## config.mk

```make
export PLATFORM = sky130hd
export DESIGN_NAME = pfar_update
export DESIGN_NICKNAME = d
export VERILOG_FILES = /design/src/hdl/pfar_pkg.sv /design/src/hdl/pfar_update.sv
export VERILOG_INCLUDE_DIRS = /design/src /design/src/hdl
export SDC_FILE = /design/constraint.sdc
export NUM_CORES = 1
export LEC_CHECK = 0
export CORE_MARGIN = 8
export CORE_UTILIZATION = 43
export DETAILED_ROUTE_END_ITERATION = 6
export DONT_BUFFER_PORTS = 1
export HOLD_SLACK_MARGIN = 0.05
export PLACE_DENSITY = 0.61
export SETUP_SLACK_MARGIN = 0.3
export SLEW_MARGIN = 5
export SYNTH_ARGS = -nofsm -noshare
export SYNTH_HDL_FRONTEND = slang
export SYNTH_SLANG_ARGS = --single-unit
export TNS_END_PERCENT = 5
```

## constraint.sdc

```tcl
create_clock -name clk -period 8.3 [get_ports clk]
set_input_delay 0.83 -clock clk [delete_from_list [all_inputs] [get_ports clk]]
set_output_delay 0.83 -clock clk [all_outputs]
set_load 0.005 [all_outputs]
```

## src/hdl/pot_frame_averager_with_reject_core_assert.svh

```systemverilog
// Assertion macros shared by the averager RTL.
// Each macro expects clk and rst_n in the scope where it is used.
`ifndef POT_FRAME_AVERAGER_WITH_REJECT_CORE_ASSERT_SVH
`define POT_FRAME_AVERAGER_WITH_REJECT_CORE_ASSERT_SVH

// Same-cycle implication
`define PFAR_ASSERT_IMP(lbl, ante, cons, msg) \
    lbl: assert property (@(posedge clk) disable iff (!rst_n) (ante) |-> (cons)) \
        else $error(msg);

// Next-cycle implication
`define PFAR_ASSERT_NXT(lbl, ante, cons, msg) \
    lbl: assert property (@(posedge clk) disable iff (!rst_n) (ante) |=> (cons)) \
        else $error(msg);

`endif

```

## src/hdl/pfar_pkg.sv

```systemverilog
`timescale 1ns / 1ps

package pfar_pkg;

    // Field widths
    localparam int CH_W     = 4;
    localparam int SAMPLE_W = 10;
    localparam int VAL_W    = 8;
    localparam int ACC_W    = 16;

    // Defaults for top-level parameters
    localparam int CHANNELS_DEF = 16;
    localparam int AVG_LEN_DEF  = 8;

    // Threshold after reset
    localparam logic [VAL_W-1:0] THRESH_RESET = 8'd32;

    typedef enum logic [1:0] {
        CMD_SAMPLE  = 2'd0,
        CMD_READ    = 2'd1,
        CMD_WRITE   = 2'd2,
        CMD_RESTART = 2'd3
    } cmd_t;

    typedef struct packed {
        cmd_t                cmd;
        logic [CH_W-1:0]     channel;
        logic [SAMPLE_W-1:0] sample;
        logic [VAL_W-1:0]    write_value;
    } req_t;

    typedef struct packed {
        logic [VAL_W-1:0] value;
        logic             frame_done;
        logic             changed;
    } rsp_t;

    // One memory word per channel
    typedef struct packed {
        logic [VAL_W-1:0] stored;
        logic [ACC_W-1:0] acc;
    } entry_t;

    // Update result handed back to the top level
    typedef struct packed {
        logic   we;
        entry_t wdata;
        rsp_t   rsp;
    } upd_t;

endpackage

```

## src/hdl/pfar_update.sv

```systemverilog
`timescale 1ns / 1ps

// Per-item modify step and frame sequencing
module pfar_update #(
    parameter int CHANNELS = 16,
    parameter int AVG_LEN  = 8
) (
    input  logic                     clk,
    input  logic                     rst_n,
    input  logic                     fire,
    input  pfar_pkg::req_t           item,
    input  logic                     present,
    input  pfar_pkg::entry_t         cur,
    input  logic [pfar_pkg::VAL_W-1:0] threshold,
    output pfar_pkg::upd_t           upd
);
    import pfar_pkg::*;

    localparam int FCW    = $clog2(AVG_LEN + 1);
    localparam int AVG_SH = ACC_W + $clog2(AVG_LEN);
    localparam int MUL_W  = ACC_W + 1;
    localparam longint unsigned AVG_MUL =
        ((64'd1 << AVG_SH) + 64'(AVG_LEN) - 64'd1) / 64'(AVG_LEN);
    localparam logic [MUL_W-1:0]  AVG_MUL_V = MUL_W'(AVG_MUL);
    localparam logic [FCW-1:0]    FC_LAST   = FCW'(AVG_LEN);
    localparam logic [CH_W-1:0]   LAST_CH   = CH_W'((CHANNELS < 16 ? CHANNELS : 16) - 1);

    logic [FCW-1:0]         frame_cnt_reg, frame_cnt_next;
    logic                   seen_reg, seen_next;

    logic [VAL_W-1:0]       reading;
    logic [VAL_W-1:0]       gap;
    logic [VAL_W-1:0]       add_val;
    logic [ACC_W-1:0]       acc_sum;
    logic [ACC_W+MUL_W-1:0] prod;
    logic [ACC_W-1:0]       q_full;
    logic [VAL_W-1:0]       avg;
    logic                   chg_now;

    // Reduce reading, reject outliers, accumulate
    always_comb
    begin
        reading = item.sample[SAMPLE_W-1:SAMPLE_W-VAL_W];
        gap     = (cur.stored > reading) ? (cur.stored - reading) : (reading - cur.stored);
        add_val = (gap > threshold) ? cur.stored : reading;
        acc_sum = cur.acc + {{(ACC_W-VAL_W){1'b0}}, add_val};
    end

    // Average by reciprocal multiply, exact for a 16-bit dividend
    always_comb
    begin
        prod   = {{MUL_W{1'b0}}, acc_sum} * {{ACC_W{1'b0}}, AVG_MUL_V};
        q_full = ACC_W'(prod >> AVG_SH);
        avg    = (|q_full[ACC_W-1:VAL_W]) ? {VAL_W{1'b1}} : q_full[VAL_W-1:0];
    end

    // Command decode
    always_comb
    begin
        upd            = '0;
        upd.wdata      = cur;
        chg_now        = 1'b0;
        frame_cnt_next = frame_cnt_reg;
        seen_next      = seen_reg;
        unique case (item.cmd)
            CMD_SAMPLE:
            begin
                if (present)
                begin
                    upd.we = 1'b1;
                    if (frame_cnt_reg == '0)
                    begin
                        upd.wdata.acc = '0;
                    end
                    else
                    begin
                        upd.wdata.acc = acc_sum;
                        if (frame_cnt_reg == FC_LAST)
                        begin
                            upd.wdata.stored = avg;
                            chg_now          = (avg != cur.stored);
                        end
                    end
                    if (item.channel == LAST_CH)
                    begin
                        if (frame_cnt_reg >= FC_LAST)
                        begin
                            upd.rsp.frame_done = 1'b1;
                            upd.rsp.changed    = seen_reg | chg_now;
                            frame_cnt_next     = '0;
                            seen_next          = 1'b0;
                        end
                        else
                        begin
                            frame_cnt_next = frame_cnt_reg + 1'b1;
                            seen_next      = seen_reg | chg_now;
                        end
                    end
                    else
                    begin
                        seen_next = seen_reg | chg_now;
                    end
                end
            end
            CMD_WRITE:
            begin
                if (present)
                begin
                    upd.we           = 1'b1;
                    upd.wdata.stored = item.write_value;
                end
            end
            CMD_RESTART:
            begin
                frame_cnt_next = '0;
                seen_next      = 1'b0;
            end
            CMD_READ:
            begin
            end
        endcase
        upd.rsp.value = present ? upd.wdata.stored : '0;
    end

    // Frame state
    always_ff @(posedge clk or negedge rst_n)
    begin
        if (!rst_n)
        begin
            frame_cnt_reg <= '0;
            seen_reg      <= 1'b0;
        end
        else if (fire)
        begin
            frame_cnt_reg <= frame_cnt_next;
            seen_reg      <= seen_next;
        end
    end

`include "pot_frame_averager_with_reject_core_assert.svh"

    `PFAR_ASSERT_IMP(a_cnt_range, 1'b1, frame_cnt_reg <= FC_LAST, "frame count out of range")
    `PFAR_ASSERT_NXT(a_done_clears, fire && upd.rsp.frame_done, frame_cnt_reg == '0 && !seen_reg, "frame not restarted after done")
    `PFAR_ASSERT_IMP(a_done_sample, upd.rsp.frame_done, item.cmd == CMD_SAMPLE && present, "frame done without sample")

endmodule

```

# == Word level (Yosys, flattened, before mapping) ==
# Index checks and enable logic that the tools add are counted.
# totals
reg_bits,5
latch_bits,0
ramBits,0
rom_bits,0
in_bits,60
elab_cells,50
memories,0
# classes
addsub,4
mul,0
n_div,0
order_cmp,3
n_eq_ne,7
shifts,0
n_mux,27
n_bitwise,1
reduce_logical,6
# ops
op,n
8-bit two-way mux,6
16-bit two-way mux,2
25-bit two-way mux,1
9-bit case mux with 2 select lines,1
16-bit by 8-bit adder with 16-bit output,1
8-bit > comparator,2
8-bit subtractor,2
4-bit two-way mux,3
9-bit two-way mux,1
4-bit equality test (second input constant),2
2-bit two-way mux,4
8-bit != test,1
4-bit case mux with 2 select lines,1
1-bit two-way mux,7
5-bit OR reduction,1
4-bit by 1-bit adder with 4-bit output (second input constant),1
2-bit equality test (second input constant),2
4-bit >= comparator (second input constant),1
4-bit zero test,1
2-bit != test (second input constant),2
4-bit AND reduction,1
3-bit AND reduction,1
2-bit zero test,1
1-bit case mux with 2 select lines,1
other kinds (2),2

# == Logic depth before layout (Yosys ltp) ==
# logic_depth
depth_word,17
depth_mapped,29
mapped_depth_nobuf,29

# == Worst setup path after synthesis ==
# OpenSTA, ideal clock, no wires.
# synth_path
path_type,input to output
start,in cur[16] (netlist bit)
end,out upd[0] (netlist bit)
arrival_time_ps,7048
setup_slack_ps,422
path_stages,27
n_path_buf,0
cell_sequence,inv_1 -> ha_1 -> inv_1 -> fa_1 -> a21o_1 -> a21o_1 -> a221o_1 -> nand2_1 -> mux2_2 -> o41a_1 -> o2111a_1 -> a211oi_1 -> ha_1 -> a21oi_1 -> o21ai_0 -> o21ai_1 -> mux2i_1 -> ha_1 -> fa_1 -> a211oi_1 -> o211ai_1 -> and3_1 -> xnor2_1 -> or4b_2 -> a21oi_1 -> o2111a_1 -> o21ai_1
# synth_lines
item,line_no,source
"start, declared",pfar_update.sv:13,"input pfar_pkg::entry_t cur,"
"end, declared",pfar_update.sv:15,output pfar_pkg::upd_t upd

==> qor.txt <==
R2R Setup Slk = 6940 ps
Reg power frac = 7.8%
die height = 95.7 um
number of remaining DRC errors = 0
clk slew on worst S/H paths = 40 ps
clock power share = 9.8%
status = finished, final reports clean
WS Path Type = input pin to output port
CTS H-tree depth = 1
layout cell share with drive strength beyond 1 = 18.2%
Site Rows = 29
DP HPWL = 7.70 mm
r2r endpoint = seen_reg$_DFFE_PN0P_
setup repair after global routing missed its margin = true
leading cell type in the layout, fill and taps excluded = nand2_1
core footprint = 6240 um2
clock latency on the worst-skew pair = 220 ps
switching power = 0.226 mW
Max Fclk = 127 MHz
final setup TNS = 0 ps
via count of the first global-routing pass = 2,799
DR vias/cell = 6.14
number of flops mapped to enable cells by yosys = 0
Nets = 487
register area share after synthesis = 4.58%
I/O Pins = 95
final setup skew = 2.80 ps
Setup violations, final = 0
DIE WIDTH = 95.7 um
1st-iter DRT viols = 136
# port buffers = 0
commonest non-fill, non-tap cells in the layout = nand2_1, inv_1, o21ai_0, ha_1, nor2_1
number of synthesized register bits = 5
gr usage total = 18.8%
Logic pwr share = 82.5%
Post-DRT Antenna Nets = 0
yosys warns = 0
via count = 2,866
Peak VDD IR = 0.000114 V
CTS tree = yes
ant diodes = 0
Tightest Pin Transition = 669 ps
die area = 9160 um2
root buf cell = clkbuf_8
CP endpoint kind = output port
internal power = 0.232 mW
initial antenna violation count = 0
dpl cell area = 2900 um2
startpoint of the worst-slack reg-to-reg timing path = frame_cnt_reg[0]$_DFFE_PN0P_
Clock Sinks = 5
WP data arrival = 7030 ps
RePlAce Congestion = 0.855
Worst Reg2Reg Path Length in Cells = 6
CP required = 7470 ps
Filler Cells Inserted = 659
Synth-to-Final Area Change = 14.7%
PD cells = 146 nW/um2
Worst setup SP type = input pin
Avg Inst Size Synth = 7.23 um2
Post-Syn Instances = 378
slew margin rel. = 55.2%
Cell Area, Synth = 2730 um2
Sw Ratio = 49.4%
period utilization = 94.8%
Slew Limit Fails = 0
pin count of the biggest net entering global routing = 19
Synthesized Nets = 474
clock buffer depth = 2
max FFs per register = 4
HP Class = input pin to asynchronous set/reset pin
worst-path maximum fanout = 8
Post-synth ARST share = 100%
final hold viol count = 0
min Tclk post-route = 7860 ps
Leakage = 1.45 nW
grt total ovfl = 0
initial cell density of the core = 43.8%
routed wire length = 9.25 mm
global-route wire length before repair = 13.9 mm
final instance area = 3130 um2
drt first pass iters = 4
CTS buffer count = 3
Max-cap violations = 0
drt wl/cell = 19.8 um
Main synth FF type = dfrtp_1
synth unique cells = 66
per-stage QoR:
stage               utilization, %  setup WS, ps  hold WS (ps)  total power [mW]  instances
floorplan                        -           422           455             0.288        378
global placement              46.5           283           481             0.371        460
detailed placement            46.5           253           482             0.378        460
CTS                           47.6           306           300             0.432        464
global route                  50.2           210           300             0.495        467
finish                        50.2           435           306             0.457        467
Yosys cell counts (all sizes together) (4+ instances only):
master  instances  share of area (%)
o21ai          35                6.4
mux2i          12                4.4
a21oi          23                4.6
mux2            4                1.6
o22ai           5                1.6
nand2b          4               0.92
clkbuf          7               0.96
inv            37                5.1
nor2           25                3.8
xnor2          11                3.5
dfrtp           5                4.6
xor2            7                2.2
nor3           10                2.0
a22o            4                1.3
ha             33                 15
o21a            4                1.1
or2             4               0.92
a21o           11                3.1
and3            8                1.9
and2            6                1.6
a211oi          5                1.8
o2111a          6                2.5
a22oi           4                1.1
a221oi          4                1.5
nand3          10                1.8
nand2          42                5.8
o211a           7                2.6
power by group through the flow:
stage	sequential [mW]	clock (mW)	combinational, mW
after detailed placement	0.0356	0	0.342
after global routing	0.0363	0.0470	0.412
final	0.0355	0.0446	0.377
after CTS	0.0355	0.0462	0.350
after global placement	0.0354	0	0.336
after floorplan	0.0342	0	0.253
critical path: stages:
cell,delay [ps]
inv_1,50
ha_2,200
inv_1,60
fa_2,340
a21o_1,160
a21o_1,210
a221o_1,370
nand2_2,110
mux2_2,330
o41a_1,350
o2111a_1,260
a211oi_2,200
ha_1,270
a21oi_1,130
o21ai_0,90
o21ai_1,130
clkbuf_16,210
mux2i_2,330
ha_4,230
and3_1,220
or3b_4,440
a21oi_4,220
xnor3_1,260
a32o_1,280
a2111o_1,410
o2111a_2,200
o21ai_2,140
worst max-delay path by stage:
stage | from | end
2_1_floorplan | cur[16] | upd[0]
3_3_place_gp | cur[16] | upd[0]
3_5_place_dp | cur[16] | upd[0]
4_1_cts | cur[16] | upd[7]
5_1_grt | cur[16] | upd[0]
6_report | cur[16] | upd[0]
final cells by class:
type	instances	area (um2)	share of cell area (%)
Inverter	37	139	4.43
Clock buffer	4	45.0	1.44
Multi-Input combinational cell	328	2590	82.7
Timing Repair Buffer	16	138	4.39
Sequential cell	5	125	4.00
Tap cell	77	96.3	3.08
cells by family after synthesis:
logic type / count (synthesis) / synth area share, %
AOI/OAI and AO/OA: 133 / 35.7
DFF: 5 / 4.58
buffers and inverters: 45 / 6.32
muxes: 16 / 6.05
adders and majority gates: 36 / 17.3
xor gates and xnor gates: 20 / 7.42
and+or+nand+nor: 123 / 22.6
repair_timing:
action	CTS	global route
setup buffers	0	3
endpoints found under the setup margin	4	17
gates cloned	0	0
hold buffers	0	0
pin swaps	0	11
gates resized for setup	6	27
layer usage:
| metal | vias up | GRT usage [%] | part of all wire (%) |
|---|---|---|---|
| met1 | 1337 | 21.4 | 40 |
| li1 | 1435 | - | - |
| met2 | 86 | 33.5 | 49 |
| met5 | - | 0 | 0 |
| met3 | 8 | 6.24 | 9.7 |
| met4 | 0 | 3.71 | 1.5 |
No activity file was read; power rests on OpenSTA's default activity.
