==> src/hdl/pot_frame_averager_with_reject_core_assert.svh <==
// Assertion macros shared by the averager RTL.
// Each macro expects clk and rst_n in the scope where it is used.
`ifndef POT_FRAME_AVERAGER_WITH_REJECT_CORE_ASSERT_SVH
`define POT_FRAME_AVERAGER_WITH_REJECT_CORE_ASSERT_SVH

// Same-cycle implication
`define PFAR_ASSERT_IMP(lbl, ante, cons, msg) \
    lbl: assert property (@(posedge clk) disable iff (!rst_n) (ante) |-> (cons)) \
        else $error(msg);

// Next-cycle implication
`define PFAR_ASSERT_NXT(lbl, ante, cons, msg) \
    lbl: assert property (@(posedge clk) disable iff (!rst_n) (ante) |=> (cons)) \
        else $error(msg);

`endif

==> src/hdl/pfar_ram.sv <==
`timescale 1ns / 1ps

// Simple dual-port RAM, one write and one registered read port
module pfar_ram #(
    parameter int WIDTH = 24,
    parameter int DEPTH = 16
) (
    input  logic                     clk,
    input  logic                     we,
    input  logic [$clog2(DEPTH)-1:0] waddr,
    input  logic [WIDTH-1:0]         wdata,
    input  logic                     re,
    input  logic [$clog2(DEPTH)-1:0] raddr,
    output logic [WIDTH-1:0]         rdata
);

    logic [WIDTH-1:0] mem_reg [DEPTH];
    logic [WIDTH-1:0] rdata_reg;

    // Write port
    always_ff @(posedge clk)
    begin
        if (we)
        begin
            mem_reg[waddr] <= wdata;
        end
    end

    // Read port, old data on a same-address write
    always_ff @(posedge clk)
    begin
        if (re)
        begin
            rdata_reg <= mem_reg[raddr];
        end
    end

    assign rdata = rdata_reg;

endmodule

==> config.mk <==
export PLATFORM = sky130hd
export DESIGN_NAME = pfar_ram
export DESIGN_NICKNAME = d
export VERILOG_FILES = /design/src/hdl/pot_frame_averager_with_reject_core_assert.svh /design/src/hdl/pfar_ram.sv
export SDC_FILE = /design/constraint.sdc
export NUM_CORES = 1
export LEC_CHECK = 0
export BUFFER_PORTS_ARGS = -buffer_cell sky130_fd_sc_hd__buf_4
export CAP_MARGIN = 10
export CORE_UTILIZATION = 53
export DETAILED_ROUTE_END_ITERATION = 8
export GPL_TIMING_DRIVEN = 1
export PLACE_DENSITY = 0.75
export SETUP_SLACK_MARGIN = 0.02
export SYNTH_ARGS = -nofsm -noshare
export SYNTH_HDL_FRONTEND = slang
export SYNTH_SLANG_ARGS = --single-unit
==> constraint.sdc <==
create_clock -name clk -period 3.7 [get_ports clk]
set_input_delay 0.37 -clock clk [delete_from_list [all_inputs] [get_ports clk]]
set_output_delay 0.37 -clock clk [all_outputs]
set_load 0.005 [all_outputs]
## Word level (Yosys, flattened, before mapping)

Memory sizes are Yosys's and may differ from the RTL's. A register that Yosys moved wholly into a read port is not among the register bits.
Index checks and enable logic that the tools add are counted.

| word-level totals | value |
|---|---|
| RAM bits | 384 |
| output and inout bits | 24 |
| logic and storage cells | 3 |
| memories | 1 |
| bits in registers | 0 |

Memories:

| memory | words | width | read ports | clocked after memory_dff | wr ports | RTL line | source |
|---|---|---|---|---|---|---|---|
| mem_reg | 16 | 24 | 1 | 1 | 1 | pfar_ram.sv:17 | `logic [WIDTH-1:0] mem_reg [DEPTH];` |

| cells by class | value |
|---|---|
| multiplexer cells | 2 |

Operator list:

| cell | number |
|---|---|
| $mux W1 | 2 |

## Logic depth before layout (Yosys ltp)

Gate-level depths: netlist (run 1).

| logic depth | value |
|---|---|
| depth in word-level cells | 2 |
| gate-level depth with buffers | 6 |
| gate-level depth less buffers | 3 |

## Worst setup path after synthesis (run 1)

OpenSTA, ideal clock, no wires.

| timing path | value |
|---|---|
| kind | input-to-reg |
| start point | in waddr[2] |
| end point | mem mem_reg[0][0] (enable) |
| path slack | 0.713 ns |
| arrival | 2.552 ns |
| path buffers | 0 |
| setup time | 0.435 ns |
| cell stages on the path | 2 |
| cells stage by stage | or3b_2 -> nor3_1 |

RTL lines:

| element | RTL line | source |
|---|---|---|
| from (decl) | pfar_ram.sv:10 | `input logic [$clog2(DEPTH)-1:0] waddr,` |
| to (decl) | pfar_ram.sv:17 |  |

Straight into the memory's write port.

==> results of run 1 <==
## synth_stat cells
cell	n	area, um2
buf_2	10	50.1
nor2b_1	2	12.5
nand2_1	25	93.8
a22oi_1	48	360
or3b_2	1	8.76
nand3b_1	2	15.0
buf_6	5	56.3
nor2_1	13	48.8
edfxtp_1	408	12300
mux4_2	96	2160
nand3_1	1	5.00
nand2b_1	2	12.5
clkbuf_1	18	67.6
and2_1	1	6.26
nor3_1	4	20.0
## where the power goes
group	switching [mW]	total [mW]	internal, mW
sequential	0.0314	5.24	5.21
combinational	0.255	0.456	0.202
clock	1.60	3.82	2.23
total	1.88	9.52	7.64
## worst max path at each step
stage	start	endpoint	slack (ns)	cells past startpoint
floorplan	waddr[2]	mem_reg[0][0]$_DFFE_PP_	0.71	2
global placement	raddr[0]	rdata[12]$_DFFE_PP_	1.40	5
detailed placement	raddr[0]	rdata[12]$_DFFE_PP_	1.38	5
CTS	raddr[0]	rdata[6]$_DFFE_PP_	1.92	5
global route	raddr[0]	rdata[13]$_DFFE_PP_	1.82	5
finish	raddr[1]	rdata[10]$_DFFE_PP_	1.96	5
## layer usage
layer  vias up  part of all wire
met5         -                 0
met4         0             0.029
met3        76             0.066
met2       271              0.52
met1      3650              0.38
li1       2914                 -
## worst max-delay path, cell delays in order
cell,delay (ns)
buf_4,0.52
buf_12,0.38
mux4_2,0.39
a22oi_1,0.22
nand2_1,0.08
## per-stage QoR
| step | power [mW] | hold slack [ns] | instances |
|---|---|---|---|
| final | 9.52 | 0.147 | 1134 |
| after global routing | 9.78 | 0.141 | 1133 |
| after CTS | 9.58 | 0.130 | 1133 |
| after detailed placement | 5.80 | 0.672 | 1062 |
| after global placement | 5.77 | 0.653 | 1062 |
| after floorplan | 5.58 | 0.469 | 636 |
## area by class of cell
cell class | instances | area [um2]
Multi-Input combinational cell | 195 | 2810
Tap cell | 378 | 473
Clock inverter | 24 | 183
Clock buffer | 47 | 1050
Fill cell | 1906 | 10500
Antenna cell | 1 | 2.50
Sequential cell | 408 | 12300
Timing Repair Buffer | 81 | 637
## logic make-up (layout without fill, tap and decap cells)
family          after synthesis  count (layout)  synth area share
flops                       408             408             0.808
mux                          96              96             0.143
buf+inv                      33             152            0.0115
simple gates                 51              51            0.0147
compound gates               48              48            0.0238
other cells                   0               1                 0
==> reports/qor.yml, run 1 <==
cts_hold_buf: 0
numClockSinks: 408
postPlaceCellArea_um2: 16200
port_buffers: 58
routedWlPerCell_um: 27.7
fmax_mhz: 573
cts_buffers: 40
layout_commonest_cell: "edfxtp_1"
grt_remaining_overflow: 0
place_hpwl_mm: 15.9
syn_inst: 636
dr_total_vias: 6911
largest_reg_flops: 384
gp_congestion: 0.737
cts_root_buf: "clkbuf_16"
route.detailed.drc: 0
ys_types: 15
grt_pass1_vias: 7281
coreArea_um2: 27900
fin_crit_sh: 0.472
grt_pass1_wl_mm: 46.1
grt_util_met3: 0.0416
io_pins: 59
antenna_found_initial: 1
crit_arrival_ns: 2.01
synth-seq-cells: 408
clk_path_buf_depth: 3
syn-num-nets: 671
met2_usage: 0.390
reg2reg_from: "mem_reg[3][1]$_DFFE_PP_"
cts_tree: "yes"
fp.dieH_um: 171
setup_viol: 0
worst_ep_required_time_ns: 3.96
reg2reg_slack_ns: 2.25
dieArea_um2: 29300
syn_area_per_cell_um2: 23.9
grt_util_met1: 0.290
hp-class: "primary input to register"
worstReg2RegEnd: "rdata[1]$_DFFE_PP_"
post-route-util: 0.623
slew_headroom: 0.322
totalWireLength_mm: 31.4
power.density_nw_per_um2: 547
fin_nets: 761
rsz0062_at_grt: "no"
cp-start-kind: "primary input"
hold_viol_final: 0
path_class: "primary input to register"
viasPerCell: 6.09
finalClockSkew_ns: 0.00829
yosys_warnings: 0
drt-initial-drc-count: 820
start_util: 0.543
rows: 61
reg2reg_depth: 3
post_cts_resized: 0
synth-seq-area-share: 0.808
mostFrequentLayoutCells: "408 x edfxtp_1, 96 x mux4_2, 78 x buf_4, 48 x a22oi_1, 41 x clkbuf_16"
path_clk_slew_ns: 0.06
worstHoldStart: "wdata[20]"
vdd_drop_max_v: 0.000540
hold_depth: 1
top_usage_layer: "met2"
syn2layout_area_growth_pct: 14.8
h-tree-depth: 2
fin_ws_ns: 1.96
grt_max_degree: 52
status: "complete, no violations"
grt_usage: 0.225
drive_gt1_frac: 0.331
ant_nets: 0
syn_area_um2: 15200
cp_max_fo: 51
clock_latency_ns: 0.52
fp.dieW_um: 171
end_kind: "register"
leakage_nw: 5.58
tightest_slew_ns: 1.02
dr.pass1.iters: 5
min_period_ns: 1.74
tns_ns: 0
fin_area_um2: 17400
cts_setup_buffers: 0
holdPathEnd: "mem_reg[1][20]$_DFFE_PP_"
drv_slew: 0
pre_cts_ws_ns: 1.38
max-cap-violations: 0
Note: power is estimated with default switching activity, not from simulation.
==> inputs of run 2 (changes only) <==
==> constraint.sdc (replaced) <==
create_clock -name clk -period 1.8 [get_ports clk]
set_input_delay 0.18 -clock clk [delete_from_list [all_inputs] [get_ports clk]]
set_output_delay 0.18 -clock clk [all_outputs]
set_load 0.005 [all_outputs]
==> run 2 against run 1 <==
  * Critical path depth down 2
  * Sequential cell count unchanged
  * Non-clock buffer count up 30
  * First-iteration DRC count up 2.9%
  * Sequential share of layout area shrank 2.3 points
  * Hold slack better by 0.015 ns
  * Clock power rose by 110%
==> reports/qor.yml, run 2 (synthesized netlist as in run 1, its figures left out) <==
status: "complete, no violations"
cp-start-kind: "register"
hold_ws_ns: 0.162
routedWlPerCell_um: 28.4
start_util: 0.543
numClockSinks: 408
tns_ns: 0
crit_slowest_cell: "mux4_2"
clock_latency_ns: 0.53
leakage_nw: 5.80
fp.dieW_um: 171
h-tree-depth: 2
drt-initial-drc-count: 844
fin_nets: 792
largest_reg_flops: 384
drv_slew: 0
finalClockSkew_ns: 0.0183
coreArea_um2: 27900
cp_top_family: "multiplexers"
postPlaceCellArea_um2: 16500
cts_setup_buffers: 0
gp_congestion: 0.708
clk_path_buf_depth: 3
fmax_mhz: 682
fp.dieH_um: 171
fin_area_um2: 18000
cts_buffers: 41
dieArea_um2: 29300
grt_pass1_vias: 7511
cts_root_buf: "clkbuf_16"
finalNonFillerCells: 1159
dp.cells: 1068
layout_commonest_cell: "edfxtp_1"
fin_crit_sh: 0.815
slew_headroom: 0.526
crit_arrival_ns: 1.73
setup_viol: 0
slowest_delay_ns: 0.51
min_period_ns: 1.47
post-route-util: 0.644
path_buf_inv: 0
fin_ws_ns: 0.334
ant_nets: 0
cp_max_fo: 1
rows: 61
power_mw: 19.9
worst_ep_required_time_ns: 2.07
dr.pass1.iters: 6
max-cap-violations: 0
io_pins: 59
port_buffers: 58
hold_viol_final: 0
pre_cts_ws_ns: 0.0886
viasPerCell: 6.22
route.detailed.drc: 0
power.density_nw_per_um2: 1100
mostFrequentLayoutCells: "408 x edfxtp_1, 96 x mux4_2, 63 x buf_4, 48 x a22oi_1, 43 x clkbuf_16"
grt_remaining_overflow: 0
crit_path_cell_trace: "mux4_2 -> a22oi_1 -> nand2_1"
grt_pass1_wl_mm: 47.9
drive_gt1_frac: 0.333
syn2layout_area_growth_pct: 18.7
totalWireLength_mm: 32.9
end_kind: "register"
cts_tree: "yes"
place_hpwl_mm: 16.0
tightest_slew_ns: 0.708
grt_usage: 0.235
grt_max_degree: 37
vdd_drop_max_v: 0.000694
dr_total_vias: 7210
path_clk_slew_ns: 0.06
hp-class: "primary input to register"
rsz0062_at_grt: "no"
antenna_found_initial: 1
path_class: "register to register"
[run 2: cell types whose count changed in the layout (fill, tap and decap cells not counted), moves of 2 or more]
cell	delta
dlygate4sd3_1	+24
buf_12	+21
buf_4	-15
clkinv_1	-8
nor3_2	-4
nor3_4	+4
clkbuf_1	-2
clkbuf_16	+2
clkinvlp_4	+2
[run 2: power breakdown]
group          switching [mW]  internal [mW]
Sequential             0.0697           10.7
Clock                    3.33           4.74
Combinational           0.555          0.489
[run 2: routing by layer]
metal | GRT usage | vias up | wire length (um)
met4 | 0.0823 | 0 | 937
met5 | 0 | - | 0
met2 | 0.387 | 380 | 16400
met1 | 0.320 | 3788 | 12900
met3 | 0.0405 | 73 | 2580
li1 | - | 2969 | -
[run 2: path summary, 6_finish.rpt]
path,end,cells past startpoint,startpoint,slack (ns)
worst max register to register,rdata[15]$_DFFE_PP_,3,mem_reg[11][15]$_DFFE_PP_,0.33
worst min-delay path,rdata[0]$_DFFE_PP_,1,re,0.16
worst max-delay path,rdata[15]$_DFFE_PP_,3,mem_reg[11][15]$_DFFE_PP_,0.33
worst min register to register,rdata[0]$_DFFE_PP_,3,mem_reg[14][0]$_DFFE_PP_,0.74
[run 2: layout make-up]
| class | instances | area (um2) |
|---|---|---|
| Antenna cell | 1 | 2.50 |
| Clock buffer | 47 | 1090 |
| Clock inverter | 19 | 173 |
| Fill cell | 1820 | 9930 |
| Multi-Input combinational cell | 195 | 2830 |
| Sequential cell | 408 | 12300 |
| Tap cell | 378 | 473 |
| Timing Repair Buffer | 111 | 1180 |
[run 2: worst register-to-register path, cell delays in order, from the launching register on]
cell      delay (ns)
edfxtp_1        0.40
mux4_2          0.51
a22oi_1         0.24
nand2_1         0.07
[run 2: repair_timing]
item                      in CTS  in global routing
resized for setup              0                  0
hold endpoints to repair     384                  0
hold buffers                  24                  0
==> inputs of run 3 (changes only) <==
--- a/config.mk
+++ b/config.mk
@@ -5,6 +5,7 @@
 export SDC_FILE = /design/constraint.sdc
 export NUM_CORES = 1
 export LEC_CHECK = 0
+export ABC_AREA = 1
 export BUFFER_PORTS_ARGS = -buffer_cell sky130_fd_sc_hd__buf_4
 export CAP_MARGIN = 10
 export CORE_UTILIZATION = 53
==> constraint.sdc (replaced) <==
create_clock -name clk -period 1.42 [get_ports clk]
set_input_delay 0.142 -clock clk [delete_from_list [all_inputs] [get_ports clk]]
set_output_delay 0.142 -clock clk [all_outputs]
set_load 0.005 [all_outputs]
==> run 3 against run 2 <==
  * Combinational power grew 73%
  * Synthesized cell count grew to 2.5 times the previous value
  * Non-clock buffer count grew 35
  * Final cell count grew 84%
  * Hold slack lost 0.071 ns
  * Core utilization is essentially flat
  * First-iteration DRC count grew 39%
  * Register-to-register slack lost 0.11 ns
  * Design area grew 14%
  * Sequential power grew 27%
  * Area after synthesis grew 13%
  * Largest power group unchanged
  * Highest routed layer unchanged
==> reports/qor.yml, run 3 <==
syn_inst: 1597
postPlaceCellArea_um2: 18900
met2_usage: 0.429
synth-seq-cells: 408
grt_pass1_wl_mm: 63.3
dieArea_um2: 33200
dr.pass1.iters: 5
layout_commonest_cell: "nand2_1"
leakage_nw: 8.66
port_buffers: 58
drv_slew: 0
setup_viol: 0
status: "complete, no violations"
place_hpwl_mm: 23.8
ys_types: 11
viasPerCell: 5.32
async_reset_ff_frac: 0
totalWireLength_mm: 40.0
synth.most_common_cell: "nand2_1"
yosysTopAreaCell: "edfxtp_1"
ys_top_cells_by_count: "509 x nand2_1, 408 x edfxtp_1, 292 x inv_1, 289 x nand3_1, 44 x buf_2"
dp.cells: 2043
grt_pass1_vias: 11700
fin_area_um2: 20400
slowest_delay_ns: 0.46
hold_viol_final: 0
slew_headroom: 0.684
power_mw: 26.3
largest_reg_flops: 384
cts_tree: "yes"
routedWlPerCell_um: 18.7
rows: 65
numClockSinks: 408
cts_buffers: 42
fin_crit_sh: 0.925
top_usage_layer: "met2"
path_class: "register to output pin"
gp_congestion: 0.829
grt_util_met1: 0.327
drt-initial-drc-count: 1176
end_kind: "output pin"
fmax_mhz: 761
post_cts_resized: 0
path_clk_slew_ns: 0.06
vdd_drop_max_v: 0.00108
antenna_found_initial: 0
mostFrequentLayoutCells: "509 x nand2_1, 408 x edfxtp_1, 291 x inv_1, 289 x nand3_1, 79 x buf_4"
synth_top_cell_area_share: 0.713
rsz0062_at_grt: "no"
fp.dieW_um: 182
cp-start-kind: "register"
route.detailed.drc: 0
crit_arrival_ns: 1.17
syn_area_um2: 17200
finalNonFillerCells: 2137
synth_enable_flop_cells: 408
grt_usage: 0.251
fin_ws_ns: 0.106
clock_latency_ns: 0.54
tightest_slew_ns: 0.473
worst_ep_required_time_ns: 1.28
yosys_warnings: 0
io_pins: 59
fin_nets: 1744
cp_max_fo: 1
finalClockSkew_ns: 0.0100
cp_top_family: "flip-flops"
coreArea_um2: 31700
hold_ws_ns: 0.0916
grt_max_degree: 73
ant_nets: 0
syn-num-nets: 1632
max-cap-violations: 0
pre_cts_ws_ns: -0.0202
synth-seq-area-share: 0.713
cts_root_buf: "clkbuf_16"
num_antenna_cells: 0
crit_slowest_cell: "edfxtp_1"
min_period_ns: 1.31
start_util: 0.542
syn2layout_area_growth_pct: 18.9
synth.area.top_cells: "edfxtp_1 71%, nand2_1 11%, nand3_1 8.4%"
power.density_nw_per_um2: 1280
grt_remaining_overflow: 0
grt_util_met3: 0.0343
crit_path_cell_trace: "buf_4"
syn_area_per_cell_um2: 10.8
dr_total_vias: 11400
h-tree-depth: 2
fill_cells: 2339
hp-class: "primary input to register"
clk_path_buf_depth: 3
path_buf_inv: 1
fp.dieH_um: 182
drive_gt1_frac: 0.114
synth-main-ff-cell: "edfxtp_1"
-- run 3: routing by layer --
metal,wire (um),part of all wire
met3,2620,0.066
met5,0,0
met1,16200,0.41
met2,19900,0.50
met4,1280,0.032
-- run 3: worst paths after layout --
check | startpoint | endpoint | slack (ns) | cells after the start
hold / removal | re | rdata[15]$_DFFE_PP_ | 0.09 | 1
setup reg to reg | mem_reg[1][18]$_DFFE_PP_ | rdata[18]$_DFFE_PP_ | 0.22 | 6
setup / recovery | rdata[8]$_DFFE_PP_ | rdata[8] | 0.11 | 1
hold reg to reg | mem_reg[11][19]$_DFFE_PP_ | rdata[19]$_DFFE_PP_ | 0.75 | 6
-- run 3: per-stage QoR --
stage | setup TNS (ns) | util
after floorplan | -75.77 | -
after global placement | 0 | 0.595
after detailed placement | -0.0259 | 0.595
after CTS | 0 | 0.645
after global routing | 0 | 0.645
final | 0 | 0.645
-- run 3: logic make-up (layout without fill, tap and decap cells) --
kind of cell | count (synthesis) | in the layout | synth area share
buffers and inverters | 372 | 510 | 0.0875
DFF | 408 | 408 | 0.713
and+or+nand+nor | 817 | 817 | 0.200
-- run 3: final cells by class --
cell class                      count  area (um2)  area share
Multi-Input combinational cell    817        3560       0.174
Timing Repair Buffer              146        1690      0.0824
Clock inverter                     16         183     0.00894
Sequential cell                   408       12300       0.599
Tap cell                          402         503      0.0246
Inverter                          294        1110      0.0541
Clock buffer                       54        1160      0.0567
-- run 3: worst register-to-register path: stages, from the launching register on --
cell and delay (ns):
edfxtp_1 0.39, inv_1 0.08, nand2_1 0.05, nand3_1 0.10, nand3_1 0.09, nand3_1 0.09, nand2_1 0.13
-- run 3: power breakdown --
group          leakage, nW  internal (mW)  switching, mW  total [mW]
clock network        0.660           6.46           4.34        10.8
registers             3.71           13.6         0.0887        13.7
logic                 4.29          0.644           1.15        1.80
-- run 3: what timing repair did --
| item | CTS | global route |
|---|---|---|
| hold buffers | 24 | 0 |
| setup endpoints to repair | 0 | 0 |
| buffers inserted | 0 | 0 |
| hold endpoints to repair | 384 | 0 |
